### config.mk
export PLATFORM = sky130hd
export DESIGN_NAME = link_pattern_lock_fade_in_top_flat
export DESIGN_NICKNAME = d
export VERILOG_FILES = /design/src/hdl/lplfi_pkg.sv /design/src/hdl/lplfi_in_if.sv /design/src/hdl/lplfi_out_if.sv /design/src/hdl/lplfi_cfg_if.sv /design/src/hdl/lplfi_lock.sv /design/src/hdl/lplfi_scale.sv /design/src/hdl/link_pattern_lock_fade_in_top.sv /design/src/flat_wrapper.sv
export SDC_FILE = /design/constraint.sdc
export NUM_CORES = 1
export LEC_CHECK = 0
export ABC_CLOCK_PERIOD_IN_PS = 6500
export BUFFER_PORTS_ARGS = -buffer_cell sky130_fd_sc_hd__buf_2
export CAP_MARGIN = 20
export CORE_MARGIN = 1.5
export CORE_UTILIZATION = 40
export DETAILED_ROUTE_END_ITERATION = 10
export SYNTH_ARGS = -nofsm -noshare
export SYNTH_HDL_FRONTEND = slang
export SYNTH_SLANG_ARGS = --single-unit
export TNS_END_PERCENT = 5
### constraint.sdc
create_clock -name clk -period 6.5 [get_ports clk]
set_clock_uncertainty 0.05 [all_clocks]
set_input_delay 0.65 -clock clk [delete_from_list [all_inputs] [get_ports clk]]
set_output_delay 0.65 -clock clk [all_outputs]
set_load 0.03 [all_outputs]
### src/hdl/lplfi_pkg.sv
package lplfi_pkg;

  // Frame geometry
  localparam int CHECK_WORDS = 32;
  localparam int FADE_FRAMES = 960;

  // Field widths
  localparam int SAMPLE_W = 16;
  localparam int GAIN_W   = 16;
  localparam int COUNT_W  = 8;
  localparam int OUT_W    = 32;
  localparam int FI_W     = 10;
  localparam int CFG_IDX_W  = 2;
  localparam int CFG_DATA_W = 16;

  // Derived widths
  localparam int WP_W   = $clog2(CHECK_WORDS + 1);
  localparam int MAG_W  = SAMPLE_W + GAIN_W;
  localparam int PROD_W = MAG_W + FI_W;
  localparam int RQ_W   = $clog2(FADE_FRAMES + 1);
  localparam int CNT_W  = $clog2(PROD_W);

  localparam logic [FI_W-1:0]   FADE_LIMIT = FI_W'(FADE_FRAMES);
  localparam logic [RQ_W:0]     DIVISOR    = (RQ_W + 1)'(FADE_FRAMES);
  localparam logic [WP_W:0]     WP_LIMIT   = (WP_W + 1)'(CHECK_WORDS);
  localparam logic [PROD_W-1:0] POS_LIM    =
    {{(PROD_W - OUT_W + 1){1'b0}}, {(OUT_W - 1){1'b1}}};
  localparam logic [PROD_W-1:0] NEG_LIM    =
    {{(PROD_W - OUT_W){1'b0}}, 1'b1, {(OUT_W - 1){1'b0}}};

  // Register indexes
  localparam logic [CFG_IDX_W-1:0] REG_IDLE_PATTERN  = 2'd0;
  localparam logic [CFG_IDX_W-1:0] REG_BLOCKS_NEEDED = 2'd1;
  localparam logic [CFG_IDX_W-1:0] REG_LINK_GAIN     = 2'd2;

  // Reset values
  localparam logic [SAMPLE_W-1:0] IDLE_PATTERN_RST  = 16'h96A5;
  localparam logic [COUNT_W-1:0]  BLOCKS_NEEDED_RST = 8'd8;
  localparam logic [GAIN_W-1:0]   LINK_GAIN_RST     = 16'd16384;

  typedef enum logic [1:0] {
    MODE_ZERO,
    MODE_FULL,
    MODE_FADE
  } lplfi_mode_t;

  typedef struct packed {
    lplfi_mode_t     mode;
    logic [FI_W-1:0] idx;
  } lplfi_audio_ctl_t;

  // Saturate a magnitude with sign to signed OUT_W bits.
  function automatic logic [OUT_W-1:0] sat_mag(input logic [PROD_W-1:0] mag,
                                               input logic neg);
    logic [OUT_W-1:0] r;
    if (neg) begin
      if (mag > NEG_LIM) r = {1'b1, {(OUT_W - 1){1'b0}}};
      else               r = ~mag[OUT_W-1:0] + OUT_W'(1);
    end else begin
      if (mag > POS_LIM) r = {1'b0, {(OUT_W - 1){1'b1}}};
      else               r = mag[OUT_W-1:0];
    end
    return r;
  endfunction

endpackage

### src/hdl/lplfi_in_if.sv
interface lplfi_in_if;
  import lplfi_pkg::*;

  logic                       valid;
  logic                       ready;
  logic signed [SAMPLE_W-1:0] left_sample;
  logic signed [SAMPLE_W-1:0] right_sample;
  logic                       partner_ready;
  logic                       block_last;

  modport source (output valid, left_sample, right_sample, partner_ready, block_last,
                  input ready);
  modport sink (input valid, left_sample, right_sample, partner_ready, block_last,
                output ready);
endinterface

### src/hdl/lplfi_out_if.sv
interface lplfi_out_if;
  import lplfi_pkg::*;

  logic                    valid;
  logic                    ready;
  logic signed [OUT_W-1:0] left_out;
  logic signed [OUT_W-1:0] right_out;
  logic                    locked;
  logic                    ready_out;

  modport source (output valid, left_out, right_out, locked, ready_out, input ready);
  modport sink (input valid, left_out, right_out, locked, ready_out, output ready);
endinterface

### src/hdl/lplfi_cfg_if.sv
interface lplfi_cfg_if;
  import lplfi_pkg::*;

  logic                  valid;
  logic                  ready;
  logic [CFG_IDX_W-1:0]  index;
  logic [CFG_DATA_W-1:0] data;

  modport source (output valid, index, data, input ready);
  modport sink (input valid, index, data, output ready);
endinterface

### src/hdl/lplfi_lock.sv
module lplfi_lock (
  input  logic                           clk,
  input  logic                           rst_n,
  input  logic                           accept,
  input  logic [lplfi_pkg::SAMPLE_W-1:0] left_word,
  input  logic [lplfi_pkg::SAMPLE_W-1:0] right_word,
  input  logic                           partner_ready,
  input  logic                           block_last,
  input  logic [lplfi_pkg::SAMPLE_W-1:0] idle_pattern,
  input  logic [lplfi_pkg::COUNT_W-1:0]  blocks_needed,
  output lplfi_pkg::lplfi_audio_ctl_t    audio_ctl,
  output logic                           locked_nxt
);
  import lplfi_pkg::*;

  logic [COUNT_W-1:0] sc_r, sc_nxt;
  logic               lock_r, lock_nxt;
  logic               fr_r, fr_nxt;
  logic [FI_W-1:0]    fi_r, fi_nxt;
  logic               mm_r, mm_nxt;
  logic [WP_W-1:0]    wp_r, wp_nxt;
  logic               mm;
  logic [WP_W:0]      wp_sum;

  always_comb begin
    sc_nxt    = sc_r;
    lock_nxt  = lock_r;
    fr_nxt    = fr_r;
    fi_nxt    = fi_r;
    mm_nxt    = mm_r;
    wp_nxt    = wp_r;
    mm        = mm_r;
    wp_sum    = {1'b0, wp_r} + (WP_W + 1)'(2);
    audio_ctl = '{mode: MODE_ZERO, idx: '0};
    if (!partner_ready) begin
      sc_nxt   = '0;
      lock_nxt = 1'b0;
      fr_nxt   = 1'b0;
      fi_nxt   = '0;
      mm_nxt   = 1'b0;
      wp_nxt   = '0;
    end else begin
      // audio uses the lock state from before this frame's block end
      if (lock_r) begin
        audio_ctl.mode = MODE_FULL;
        if (fr_r) begin
          if (fi_r < FADE_LIMIT) begin
            audio_ctl.mode = MODE_FADE;
            audio_ctl.idx  = fi_r;
            fi_nxt         = fi_r + FI_W'(1);
          end else begin
            fr_nxt = 1'b0;
          end
        end
      end
      if ({1'b0, wp_r} < WP_LIMIT && left_word != idle_pattern) mm = 1'b1;
      if ({1'b0, wp_r} + (WP_W + 1)'(1) < WP_LIMIT && right_word != idle_pattern) mm = 1'b1;
      mm_nxt = mm;
      wp_nxt = (wp_sum > WP_LIMIT) ? WP_LIMIT[WP_W-1:0] : wp_sum[WP_W-1:0];
      if (block_last) begin
        if (mm)                         sc_nxt = '0;
        else if (sc_r < blocks_needed)  sc_nxt = sc_r + COUNT_W'(1);
        if (sc_nxt >= blocks_needed && !lock_r) begin
          fi_nxt   = '0;
          fr_nxt   = 1'b1;
          lock_nxt = 1'b1;
        end
        mm_nxt = 1'b0;
        wp_nxt = '0;
      end
    end
    locked_nxt = lock_nxt;
  end

  always_ff @(posedge clk) begin
    if (!rst_n) begin
      sc_r   <= '0;
      lock_r <= 1'b0;
      fr_r   <= 1'b0;
      fi_r   <= '0;
      mm_r   <= 1'b0;
      wp_r   <= '0;
    end else if (accept) begin
      sc_r   <= sc_nxt;
      lock_r <= lock_nxt;
      fr_r   <= fr_nxt;
      fi_r   <= fi_nxt;
      mm_r   <= mm_nxt;
      wp_r   <= wp_nxt;
    end
  end

endmodule

### src/hdl/lplfi_scale.sv
module lplfi_scale (
  input  logic                                  clk,
  input  logic                                  rst_n,
  input  logic                                  start,
  input  logic signed [lplfi_pkg::SAMPLE_W-1:0] sample,
  input  logic [lplfi_pkg::GAIN_W-1:0]          gain,
  input  lplfi_pkg::lplfi_audio_ctl_t           audio_ctl,
  output logic                                  busy,
  output logic signed [lplfi_pkg::OUT_W-1:0]    result
);
  import lplfi_pkg::*;

  typedef enum logic [1:0] {
    S_IDLE,
    S_MUL1,
    S_MUL2,
    S_DIV
  } lane_state_t;

  lane_state_t          state_r, state_nxt;
  logic [CNT_W-1:0]     cnt_r, cnt_nxt;
  logic [SAMPLE_W-1:0]  mplier_r, mplier_nxt;
  logic [GAIN_W-1:0]    mcand_r, mcand_nxt;
  logic [PROD_W-1:0]    acc_r, acc_nxt;
  logic [MAG_W-1:0]     mag_r, mag_nxt;
  logic [FI_W-1:0]      idx_r, idx_nxt;
  logic                 neg_r, neg_nxt;
  lplfi_mode_t          mode_r, mode_nxt;
  logic [RQ_W-1:0]      rem_r, rem_nxt;
  logic [OUT_W-1:0]     res_r, res_nxt;
  logic [RQ_W:0]        trial;
  logic                 ge;

  always_comb begin
    state_nxt  = state_r;
    cnt_nxt    = cnt_r;
    mplier_nxt = mplier_r;
    mcand_nxt  = mcand_r;
    acc_nxt    = acc_r;
    mag_nxt    = mag_r;
    idx_nxt    = idx_r;
    neg_nxt    = neg_r;
    mode_nxt   = mode_r;
    rem_nxt    = rem_r;
    res_nxt    = res_r;
    trial      = {rem_r, acc_r[PROD_W-1]};
    ge         = trial >= DIVISOR;
    unique case (state_r)
      S_IDLE: begin
        if (start) begin
          neg_nxt    = sample[SAMPLE_W-1];
          mplier_nxt = sample[SAMPLE_W-1] ? (~sample + SAMPLE_W'(1)) : sample;
          mcand_nxt  = gain;
          mode_nxt   = audio_ctl.mode;
          idx_nxt    = audio_ctl.idx;
          acc_nxt    = '0;
          cnt_nxt    = '0;
          state_nxt  = S_MUL1;
        end
      end
      S_MUL1: begin
        // |sample| * gain, one multiplier bit a cycle, MSB first
        acc_nxt    = {acc_r[PROD_W-2:0], 1'b0} +
                     (mplier_r[SAMPLE_W-1] ? PROD_W'(mcand_r) : '0);
        mplier_nxt = {mplier_r[SAMPLE_W-2:0], 1'b0};
        cnt_nxt    = cnt_r + CNT_W'(1);
        if (cnt_r == CNT_W'(SAMPLE_W - 1)) begin
          mag_nxt = {acc_nxt[MAG_W-2:0], 1'b0};
          cnt_nxt = '0;
          if (mode_r == MODE_FADE) begin
            acc_nxt   = '0;
            state_nxt = S_MUL2;
          end else begin
            res_nxt   = (mode_r == MODE_ZERO) ? '0 :
                        sat_mag(PROD_W'({acc_nxt[MAG_W-2:0], 1'b0}), neg_r);
            state_nxt = S_IDLE;
          end
        end
      end
      S_MUL2: begin
        acc_nxt = {acc_r[PROD_W-2:0], 1'b0} +
                  (idx_r[FI_W-1] ? PROD_W'(mag_r) : '0);
        idx_nxt = {idx_r[FI_W-2:0], 1'b0};
        cnt_nxt = cnt_r + CNT_W'(1);
        if (cnt_r == CNT_W'(FI_W - 1)) begin
          cnt_nxt   = '0;
          rem_nxt   = '0;
          state_nxt = S_DIV;
        end
      end
      S_DIV: begin
        // restoring division by the fade length, quotient shifts in at the bottom
        rem_nxt = ge ? RQ_W'(trial - DIVISOR) : trial[RQ_W-1:0];
        acc_nxt = {acc_r[PROD_W-2:0], ge};
        cnt_nxt = cnt_r + CNT_W'(1);
        if (cnt_r == CNT_W'(PROD_W - 1)) begin
          res_nxt   = sat_mag(acc_nxt, neg_r);
          state_nxt = S_IDLE;
        end
      end
      default: state_nxt = S_IDLE;
    endcase
  end

  always_ff @(posedge clk) begin
    if (!rst_n) begin
      state_r <= S_IDLE;
    end else begin
      state_r <= state_nxt;
    end
    cnt_r    <= cnt_nxt;
    mplier_r <= mplier_nxt;
    mcand_r  <= mcand_nxt;
    acc_r    <= acc_nxt;
    mag_r    <= mag_nxt;
    idx_r    <= idx_nxt;
    neg_r    <= neg_nxt;
    mode_r   <= mode_nxt;
    rem_r    <= rem_nxt;
    res_r    <= res_nxt;
  end

  assign busy   = (state_r != S_IDLE);
  assign result = $signed(res_r);

endmodule

### src/hdl/link_pattern_lock_fade_in_top.sv
// Secondary audio link receiver: checks the first CHECK_WORDS sample words of each
// block against the idle pattern, declares lock after blocks_needed clean blocks
// in a row, then scales each stereo frame by link_gain with a linear fade-in over
// FADE_FRAMES frames, saturated to signed 32 bits. One frame is in work at a time;
// both channels run through a bit-serial multiply and, while the fade runs, a
// second multiply by the fade step and a restoring divide by FADE_FRAMES. A
// finished word waits in the output register while the next frame is accepted. A
// low partner_ready clears all lock state and yields zero audio. Registers are
// written through the configuration channel, which is always ready.
module link_pattern_lock_fade_in_top (
  input logic        clk,
  input logic        rst_n,
  lplfi_in_if.sink   in_ch,
  lplfi_out_if.source out_ch,
  lplfi_cfg_if.sink  cfg_ch
);
  import lplfi_pkg::*;

  typedef enum logic {
    ST_IDLE,
    ST_BUSY
  } top_state_t;

  top_state_t               state_r;
  logic                     out_valid_r;
  logic signed [OUT_W-1:0]  left_r;
  logic signed [OUT_W-1:0]  right_r;
  logic                     locked_out_r;
  logic                     locked_pend_r;
  logic [SAMPLE_W-1:0]      idle_pattern_r;
  logic [COUNT_W-1:0]       blocks_needed_r;
  logic [GAIN_W-1:0]        link_gain_r;
  logic                     in_fire;
  logic                     lanes_busy;
  logic                     out_load;
  logic                     busy_l, busy_r;
  logic signed [OUT_W-1:0]  res_l, res_r;
  lplfi_audio_ctl_t         audio_ctl;
  logic                     locked_nxt;

  assign in_ch.ready  = (state_r == ST_IDLE);
  assign in_fire      = in_ch.valid && in_ch.ready;
  assign lanes_busy   = busy_l || busy_r;
  assign cfg_ch.ready = 1'b1;
  // hand the word over once both lanes finish and the output slot is free
  assign out_load     = (state_r == ST_BUSY) && !lanes_busy &&
                        (!out_valid_r || out_ch.ready);

  lplfi_lock u_lock (
    .clk          (clk),
    .rst_n        (rst_n),
    .accept       (in_fire),
    .left_word    (in_ch.left_sample),
    .right_word   (in_ch.right_sample),
    .partner_ready(in_ch.partner_ready),
    .block_last   (in_ch.block_last),
    .idle_pattern (idle_pattern_r),
    .blocks_needed(blocks_needed_r),
    .audio_ctl    (audio_ctl),
    .locked_nxt   (locked_nxt)
  );

  lplfi_scale u_scale_l (
    .clk      (clk),
    .rst_n    (rst_n),
    .start    (in_fire),
    .sample   (in_ch.left_sample),
    .gain     (link_gain_r),
    .audio_ctl(audio_ctl),
    .busy     (busy_l),
    .result   (res_l)
  );

  lplfi_scale u_scale_r (
    .clk      (clk),
    .rst_n    (rst_n),
    .start    (in_fire),
    .sample   (in_ch.right_sample),
    .gain     (link_gain_r),
    .audio_ctl(audio_ctl),
    .busy     (busy_r),
    .result   (res_r)
  );

  always_ff @(posedge clk) begin
    if (!rst_n) begin
      idle_pattern_r  <= IDLE_PATTERN_RST;
      blocks_needed_r <= BLOCKS_NEEDED_RST;
      link_gain_r     <= LINK_GAIN_RST;
    end else if (cfg_ch.valid) begin
      unique case (cfg_ch.index)
        REG_IDLE_PATTERN:  idle_pattern_r  <= cfg_ch.data;
        REG_BLOCKS_NEEDED: blocks_needed_r <= cfg_ch.data[COUNT_W-1:0];
        REG_LINK_GAIN:     link_gain_r     <= cfg_ch.data;
        default: ;
      endcase
    end
  end

  always_ff @(posedge clk) begin
    if (!rst_n) begin
      state_r     <= ST_IDLE;
      out_valid_r <= 1'b0;
    end else begin
      if (out_load) out_valid_r <= 1'b1;
      else if (out_valid_r && out_ch.ready) out_valid_r <= 1'b0;
      unique case (state_r)
        ST_IDLE: begin
          if (in_fire) begin
            locked_pend_r <= locked_nxt;
            state_r       <= ST_BUSY;
          end
        end
        ST_BUSY: begin
          if (out_load) begin
            left_r       <= res_l;
            right_r      <= res_r;
            locked_out_r <= locked_pend_r;
            state_r      <= ST_IDLE;
          end
        end
        default: state_r <= ST_IDLE;
      endcase
    end
  end

  assign out_ch.valid     = out_valid_r;
  assign out_ch.left_out  = left_r;
  assign out_ch.right_out = right_r;
  assign out_ch.locked    = locked_out_r;
  assign out_ch.ready_out = locked_out_r;

  a_lanes_start: assert property (@(posedge clk) disable iff (!rst_n)
    in_fire |=> (busy_l && busy_r && state_r == ST_BUSY))
    else $error("lanes not started on accepted frame");

  a_lanes_together: assert property (@(posedge clk) disable iff (!rst_n)
    busy_l == busy_r)
    else $error("channel lanes out of step");

  a_unlocked_silent: assert property (@(posedge clk) disable iff (!rst_n)
    (out_valid_r && !locked_out_r) |-> (left_r == '0 && right_r == '0))
    else $error("audio while unlocked");

  a_no_accept_busy: assert property (@(posedge clk) disable iff (!rst_n)
    lanes_busy |-> !in_ch.ready)
    else $error("frame accepted while lanes busy");

endmodule
### src/flat_wrapper.sv
// flat-port wrapper written by rule: the top's interface ports become plain ports
module link_pattern_lock_fade_in_top_flat import lplfi_pkg::*;
  (clk, rst_n, in_ch_valid, in_ch_left_sample, in_ch_right_sample, in_ch_partner_ready, in_ch_block_last, in_ch_ready, out_ch_valid, out_ch_left_out, out_ch_right_out, out_ch_locked, out_ch_ready_out, out_ch_ready, cfg_ch_valid, cfg_ch_index, cfg_ch_data, cfg_ch_ready);
  lplfi_in_if in_ch_i ();
  lplfi_out_if out_ch_i ();
  lplfi_cfg_if cfg_ch_i ();
  input logic clk;
  input logic rst_n;
  input wire logic [$bits(in_ch_i.valid)-1:0] in_ch_valid;
  input wire logic [$bits(in_ch_i.left_sample)-1:0] in_ch_left_sample;
  input wire logic [$bits(in_ch_i.right_sample)-1:0] in_ch_right_sample;
  input wire logic [$bits(in_ch_i.partner_ready)-1:0] in_ch_partner_ready;
  input wire logic [$bits(in_ch_i.block_last)-1:0] in_ch_block_last;
  output wire logic [$bits(in_ch_i.ready)-1:0] in_ch_ready;
  output wire logic [$bits(out_ch_i.valid)-1:0] out_ch_valid;
  output wire logic [$bits(out_ch_i.left_out)-1:0] out_ch_left_out;
  output wire logic [$bits(out_ch_i.right_out)-1:0] out_ch_right_out;
  output wire logic [$bits(out_ch_i.locked)-1:0] out_ch_locked;
  output wire logic [$bits(out_ch_i.ready_out)-1:0] out_ch_ready_out;
  input wire logic [$bits(out_ch_i.ready)-1:0] out_ch_ready;
  input wire logic [$bits(cfg_ch_i.valid)-1:0] cfg_ch_valid;
  input wire logic [$bits(cfg_ch_i.index)-1:0] cfg_ch_index;
  input wire logic [$bits(cfg_ch_i.data)-1:0] cfg_ch_data;
  output wire logic [$bits(cfg_ch_i.ready)-1:0] cfg_ch_ready;
  assign in_ch_i.valid = in_ch_valid;
  assign in_ch_i.left_sample = in_ch_left_sample;
  assign in_ch_i.right_sample = in_ch_right_sample;
  assign in_ch_i.partner_ready = in_ch_partner_ready;
  assign in_ch_i.block_last = in_ch_block_last;
  assign in_ch_ready = in_ch_i.ready;
  assign out_ch_valid = out_ch_i.valid;
  assign out_ch_left_out = out_ch_i.left_out;
  assign out_ch_right_out = out_ch_i.right_out;
  assign out_ch_locked = out_ch_i.locked;
  assign out_ch_ready_out = out_ch_i.ready_out;
  assign out_ch_i.ready = out_ch_ready;
  assign cfg_ch_i.valid = cfg_ch_valid;
  assign cfg_ch_i.index = cfg_ch_index;
  assign cfg_ch_i.data = cfg_ch_data;
  assign cfg_ch_ready = cfg_ch_i.ready;
  link_pattern_lock_fade_in_top u_core (.clk(clk), .rst_n(rst_n), .in_ch(in_ch_i), .out_ch(out_ch_i), .cfg_ch(cfg_ch_i));
endmodule
* After elaboration in Yosys (flattened, before gate mapping)
Cells that the tools add are included.
Operators by class: order comparisons 16, shift-type cells 0, bitwise logic cells 7, eq/ne operators 29, $mul 0, add/sub/neg operators 18, divide/modulo/power cells 0, reduce and logical (&&, ||, !) cells 48, multiplexer cells 104
Operator list (number):
- $mux W32 | 22
- $pmux W42 S4 | 2
- $mux W42 | 5
- $add A32 B1 Y32 const B | 4
- $not A32 Y32 | 4
- $pmux W32 S2 | 2
- $mux W10 | 11
- $mux W16 | 6
- $add A42 B16 Y42 | 2
- $add A42 B32 Y42 | 2
- $gt A42 B31 Y1 const B | 2
- $gt A42 B32 Y1 const B | 2
- $pmux W10 S2 | 4
- $gt A32 B31 Y1 const B | 2
- $gt A32 B32 Y1 const B | 2
- $pmux W16 S2 | 2
- $mux W12 | 4
- $mux W6 | 8
- $mux W8 | 6
- $pmux W6 S4 | 2
- $add A16 B2 Y16 const B | 2
- $ne A16 B16 Y1 | 2
- $not A16 Y16 | 2
- $reduce_and A2 Y1 | 14
- other kinds (31) | 108
Word-level totals: bits in registers 471, bits in read-only memories 0, memories kept 0, output and inout bits 69, memory bits (writable) 0, bits in latches 0

* Longest topological paths before layout
depth in word-level cells 13, gate-level depth with buffers 22, gate-level depth less buffers 22

* Cells and area by module
From an unflattened synthesis, not the netlist that was laid out.
Second synthesis, totals: cell total of the unflattened synthesis 3340, area, all modules 31296.3 um2
Modules (own cells, without submodules):
- lplfi_scale at u_core.u_scale_l | cells an instance 1404, seq. area each 5024.8 um2, times used 1, area an instance 12672.2 um2
- lplfi_scale at u_core.u_scale_r | cells an instance 1375, seq. area each 5024.8 um2, times used 1, area an instance 12469.5 um2
- link_pattern_lock_fade_in_top | cells an instance 244, seq. area each 2822.7 um2, times used 1, area an instance 3719.8 um2
- lplfi_lock | cells an instance 317, seq. area each 520.5 um2, times used 1, area an instance 2434.8 um2

* Worst setup path after synthesis
OpenSTA, ideal clock, no wires.
path kind input port to flip-flop, from input in_ch_left_sample[0], to register u_core.u_lock.fi_r[4], data arrival time 4578 ps, library setup time 71 ps, stages on the path 18, path slack 1801 ps, path buffers 1, path through or3_1 a221oi_1 nand3_1 a21o_1 clkbuf_1 or2_2 ha_1 nand2b_1 a21o_1 a21o_1 a21o_1 a21o_1 a21o_1 a211oi_1 o31a_1 nand2_1 or4_1 a21oi_1
Between the ends: longest elaborated chain between the ends 13
RTL lines:
- start, declared | RTL line flat_wrapper.sv:10 | input wire logic [$bits(in_ch_i.left_sample)-1:0] in_ch_left_sample;
- $ne A16 B16 Y1 | RTL line lplfi_lock.sv:56 | if ({1'b0, wp_r} < WP_LIMIT && left_word != idle_pattern) mm = 1'b1;
- $logic_and A1 B1 Y1 | RTL line lplfi_lock.sv:56
- $mux W1 | RTL line lplfi_lock.sv:56
- $mux W1 | RTL line lplfi_lock.sv:57 | if ({1'b0, wp_r} + (WP_W + 1)'(1) < WP_LIMIT && right_word != idle_pattern) mm = 1'b1;
- $mux W1 | RTL line lplfi_lock.sv:35 | if (!partner_ready) begin
- $mux W8 | RTL line lplfi_lock.sv:61 | if (mm) sc_nxt = '0;
- $mux W8 | RTL line lplfi_lock.sv:60 | if (block_last) begin
- $mux W8 | RTL line lplfi_lock.sv:35
- $ge A8 B8 Y1 | RTL line lplfi_lock.sv:63 | if (sc_nxt >= blocks_needed && !lock_r) begin
- $logic_and A1 B1 Y1 | RTL line lplfi_lock.sv:63
- $mux W10 | RTL line lplfi_lock.sv:63
- $mux W10 | RTL line lplfi_lock.sv:60
- $mux W10 | RTL line lplfi_lock.sv:35
- end signal, assigned | RTL line lplfi_lock.sv:87 | fi_r <= fi_nxt;
- end, declared | RTL line lplfi_lock.sv:19 | logic [FI_W-1:0] fi_r, fi_nxt;
No other way between the ends. The select of a mux whose other input is x is not followed. A chain may end at the register's enable or synchronous reset.

* Final worst setup path
from register u_core.u_scale_l.rem_r[5], to register u_core.u_scale_l.res_r[17], in the netlist u_core.u_scale_l.result[17], data pin
Between the ends: longest elaborated chain between the ends 7, elaborated cells between the ends (all ways) 10, classes of those cells add/sub (1); order compare (3); mux (5); bitwise (1)
RTL lines:
- start, declared | RTL line lplfi_scale.sv:29 | logic [RQ_W-1:0] rem_r, rem_nxt;
- start signal, assigned | RTL line lplfi_scale.sv:119 | rem_r <= rem_nxt;
- $ge A11 B10 Y1 * | RTL line lplfi_scale.sv:47 | ge = trial >= DIVISOR;
- $not A32 Y32 | RTL line lplfi_pkg.sv:58 | else r = ~mag[OUT_W-1:0] + OUT_W'(1);
- $add A32 B1 Y32 | RTL line lplfi_pkg.sv:58
- $mux W32 | RTL line lplfi_pkg.sv:57 | if (mag > NEG_LIM) r = {1'b1, {(OUT_W - 1){1'b0}}};
- $mux W32 * | RTL line lplfi_pkg.sv:56 | if (neg) begin
- $mux W32 * | RTL line lplfi_scale.sv:96 | if (cnt_r == CNT_W'(PROD_W - 1)) begin
- $pmux W32 S2 * | RTL line lplfi_scale.sv:48 | unique case (state_r)
- net u_core.u_scale_l.res_nxt[17] | RTL line lplfi_scale.sv:30 | logic [OUT_W-1:0] res_r, res_nxt;
- end signal, assigned | RTL line lplfi_scale.sv:120 | res_r <= res_nxt;
- end, declared | RTL line lplfi_scale.sv:30
The timed path passes the listed nets; every way through them passes the cells marked *. The select of a mux whose other input is x is not followed.

==> impl_metrics.env <==
export IMPL_core_rowCount=100
export IMPL_fmax_mhz=183.9
export IMPL_cp_arrival_ns=5.79
export IMPL_worstSetupPathType="reg -> reg"
export IMPL_num_vias=25788
export IMPL_r2r_cells=18
export IMPL_outcome="complete, no violations"
export IMPL_antenna_found_initial=0
export IMPL_crit_slowest_cell="or4_1"
export IMPL_yosysUniqueCellTypes=101
export IMPL_power_density_mw_per_mm2=283.4
export IMPL_cts_inserted_buffers=54
export IMPL_hold_viol=0
export IMPL_syn_avg_cell_area_um2=9.272
export IMPL_power_share_switching_pct=33.66
export IMPL_drcViolationCount=0
export IMPL_synth_edff_count=398
export IMPL_final_antenna_net_count=0
export IMPL_drv_cap=0
export IMPL_gp_congestion=0.9249
export IMPL_final_common_cell="edfxtp_1"
export IMPL_setup_ws_ns=1.061
export IMPL_pre_cts_ws_ns=1.143
export IMPL_synth_seq_area_share_pct=44.08
export IMPL_first_pass_iters=6
export IMPL_synth_ff_type="edfxtp_1"
export IMPL_clock_root_buffer="clkbuf_16"
export IMPL_cts_max_level=2
export IMPL_critPathMaxFanout=21
export IMPL_clkLatencyLatePin_ns=0.64
export IMPL_final_cell_mix="398 x edfxtp_1, 386 x nand2_1, 266 x o21ai_0"
export IMPL_tightest_slew_ns=1.073
export IMPL_r2r_setup_slack_ns=1.06
export IMPL_cts_setup_buffers=0
export IMPL_dieArea_mm2=0.07762
export IMPL_io_buffers=124
export IMPL_start_kind="flop"
export IMPL_rsz0062_at_grt="false"
export IMPL_clock_sinks=470
export IMPL_cp_cell_sequence="ha_1, nor4b_1, a22o_1, nand2_1, nand2_1, inv_1, ha_1, nor3b_1, nand2b_1, or4_1, nor2_1, nand2_1, a21oi_1, buf_4, nand2_1, o31ai_1, a21oi_1, o221ai_1"
export IMPL_worstSetupEndpointType="flop"
export IMPL_critPathTopFamily="simple AND/OR/NAND/NOR gates"
export IMPL_clock_path_buffers=3
export IMPL_dp_hpwl_um=63930
export IMPL_drt_initial_drc_count=3011
export IMPL_grt_max_degree=86
export IMPL_grt_usage_pct=22.35
export IMPL_grt_pass1_wl_um=137100
export IMPL_grt_overflow_total=0
export IMPL_seqPwrFrac_pct=40.8
export IMPL_period_needed_ns=5.439
export IMPL_core_mm2=0.07482
export IMPL_area_growth_pct=11.69
export IMPL_avgRoutedWirePerCell_um=20.52
export IMPL_tns_ns=0
export IMPL_netlist_area_mm2=0.03038
export IMPL_setup_violations=0
export IMPL_p_int_mw=6.379
export IMPL_rr_startpoint="u_core.u_scale_l.rem_r[5]$_SDFFCE_PN0P_"
export IMPL_period_share_pct=83.67
export IMPL_die_h_um=278.6
export IMPL_synth_warnings=0
export IMPL_dieWidth_um=278.6
export IMPL_drv_slew=0
export IMPL_cts_tree="yes"
export IMPL_wirelength_um=89240
export IMPL_reg2reg_to="u_core.u_scale_l.result[17]$_DFFE_PP_"
export IMPL_vias_per_cell=5.930
export IMPL_clk_pin_slew_worst_paths_ns=0.06
export IMPL_synth_nets=3462
export IMPL_crit_end="u_core.u_scale_l.result[17]$_DFFE_PP_"
export IMPL_final_layout_size_suffix_gt1_share_pct=10.21
export IMPL_crit_start="u_core.u_scale_l.rem_r[5]$_SDFFCE_PN0P_"
export IMPL_cts_hold_buffers=0
export IMPL_start_util_pct=40.61
export IMPL_worst_path_buf_inv=2
export IMPL_ys_ff_latch=470
export IMPL_layout_nets=3518
export IMPL_p_switching_mw=3.236
export IMPL_p_leak_nw=12.73
export IMPL_relSlewSlack_pct=28.21
export IMPL_grt_pass1_vias=23398
export IMPL_max_stage_delay_ns=0.66
export IMPL_cp_num_cells=18
export IMPL_crit_required_ns=6.85
export IMPL_ios=126
export IMPL_synth_async_reset_ratio_pct=0
export IMPL_combPwrFrac_pct=25.5
export IMPL_clkPwrFrac_pct=33.7
export IMPL_num_fill_cells=7190
export IMPL_synthCells=3277
export IMPL_vdd_drop_max_v=0.0002446
export IMPL_cts_resized=0
export IMPL_min_path_type="in -> reg"
export IMPL_crit_top_cell="nand2_1"
[routing by layer]
| metal | vias up | global-route usage [%] | wire length [µm] |
|---|---|---|---|
| li1 | 12350 | - | - |
| met1 | 12208 | 34.36 | 42600 |
| met2 | 1109 | 32.10 | 36760 |
| met3 | 121 | 4.251 | 8234 |
| met4 | 0 | 5.031 | 1645 |
| met5 | - | 0 | 0 |
[sequential cells by signal, indices dropped and copies added, names as in the netlist, 10 cells and up]
signal	cells
u_core.u_scale_r.mplier_r	16
u_core.u_scale_l.mplier_r	16
u_core.u_scale_l.idx_r	10
u_core.out_ch.right_out	32
u_core.idle_pattern_r	16
u_core.u_scale_r.result	32
u_core.u_lock.fi_r	10
u_core.u_scale_l.mcand_r	16
u_core.u_scale_r.idx_r	10
u_core.u_scale_l.acc_r	42
u_core.u_scale_l.result	32
u_core.u_scale_r.mag_r	31
u_core.u_scale_l.rem_r	10
u_core.out_ch.left_out	32
u_core.u_scale_l.mag_r	31
u_core.u_scale_r.acc_r	42
u_core.u_scale_r.rem_r	10
u_core.link_gain_r	16
u_core.u_scale_r.mcand_r	16
[cell type report]
cell class | instances | area [µm²] | share of cell area, %
sequential | 470 | 13400 | 39.47
inverter | 115 | 431.7 | 1.272
timing repair buffer | 185 | 1102 | 3.248
clock inverter | 36 | 410.4 | 1.209
antenna | 1 | 2.502 | 0.007374
clock buffer | 66 | 1468 | 4.325
multi-input combinational | 2507 | 15910 | 46.89
tap | 969 | 1212 | 3.573
[cell usage after synthesis, types with 8 or more instances]
master / number / area, µm²
nand3_1: 87 / 435.4
o31ai_1: 63 / 473.0
nand4_1: 34 / 212.7
clkbuf_1: 174 / 653.1
a22o_1: 31 / 271.5
and2_1: 105 / 656.9
nor4_1: 33 / 206.5
o22ai_2: 10 / 125.1
o21bai_1: 11 / 82.58
o41ai_1: 8 / 70.07
o211ai_1: 22 / 165.2
a221oi_1: 11 / 96.34
nand3b_1: 9 / 67.56
o22ai_1: 34 / 212.7
or4_1: 16 / 120.1
o211a_1: 10 / 100.1
o21ai_0: 267 / 1336
a21boi_0: 11 / 82.58
inv_1: 112 / 420.4
nor3_1: 81 / 405.4
xnor2_1: 83 / 727.0
o221ai_1: 24 / 210.2
a21oi_1: 220 / 1101
nor3b_1: 19 / 142.6
a221o_1: 9 / 90.09
edfxtp_1: 398 / 11950
nor2_1: 190 / 713.2
a211oi_1: 25 / 187.7
o21ai_1: 17 / 85.08
or3_1: 42 / 262.8
dfxtp_1: 72 / 1441
mux2i_1: 22 / 220.2
a22oi_1: 18 / 135.1
nand2b_1: 32 / 200.2
or2_2: 11 / 68.82
o21a_1: 32 / 240.2
nor2b_1: 36 / 225.2
xor2_1: 85 / 744.5
nand2_1: 388 / 1456
a211o_1: 9 / 78.83
a21o_1: 66 / 495.5
and3_1: 64 / 400.4
a31oi_1: 35 / 219.0
ha_1: 124 / 1551
o311ai_0: 13 / 113.9
[logic make-up (layout without fill, tap and decap cells)]
logic type      after synthesis  count (layout)  synth area share (%)
fa+ha+maj                   128             128                 5.370
mux                          26              26                0.8730
compound gates             1004            1004                 21.62
buf+inv                     300             402                 3.768
other cells                   1               2               0.01234
xor+xnor                    169             169                 4.896
simple gates               1179            1179                 19.39
flops                       470             470                 44.08
[worst register-to-register path, cell delays in order, from the launching register on]
cell and delay [ns]:
edfxtp_1 0.44, ha_1 0.24, nor4b_1 0.14, a22o_1 0.21, nand2_1 0.06, nand2_1 0.22
inv_1 0.32, ha_1 0.26, nor3b_1 0.26, nand2b_1 0.21, or4_1 0.66, nor2_1 0.48
nand2_1 0.13, a21oi_1 0.17, buf_4 0.18, nand2_1 0.44, o31ai_1 0.44, a21oi_1 0.08
o221ai_1 0.25
[power by group through the flow]
stage	logic (mW)	clock network (mW)	registers [mW]
floorplan	1.77	0	3.81
global placement	2.38	0	3.97
detailed placement	2.39	0	3.97
CTS	2.41	3.31	3.91
global route	2.69	3.42	3.95
finish	2.45	3.24	3.93
[per-stage QoR]
stage,instance area [µm²],utilization [%],cells,total power [mW],hold WS (ns)
CTS,33910,45.32,4347,9.627,0.2198
floorplan,30380,-,3277,5.582,0.3503
global placement,32020,42.79,4244,6.349,0.3505
global route,33930,45.35,4348,10.06,0.2368
detailed placement,32030,42.81,4245,6.366,0.3545
finish,33940,45.36,4349,9.616,0.2425
[how the worst min path moves through the flow]
stage	startpoint	end	slack (ns)	depth (start not counted)
after global routing	cfg_ch_data[3]	u_core.idle_pattern_r[3]$_SDFFE_PN0P_	0.24	3
after global placement	u_core.u_scale_r.result[31]$_DFFE_PP_	u_core.out_ch.right_out[31]$_DFFE_PP_	0.35	0
after detailed placement	u_core.u_scale_l.result[23]$_DFFE_PP_	u_core.out_ch.left_out[23]$_DFFE_PP_	0.35	0
after floorplan	u_core.u_scale_l.result[0]$_DFFE_PP_	u_core.out_ch.left_out[0]$_DFFE_PP_	0.35	0
after CTS	cfg_ch_data[3]	u_core.idle_pattern_r[3]$_SDFFE_PN0P_	0.22	3
final	cfg_ch_data[3]	u_core.idle_pattern_r[3]$_SDFFE_PN0P_	0.24	3
No activity file was read; power rests on OpenSTA's default activity.
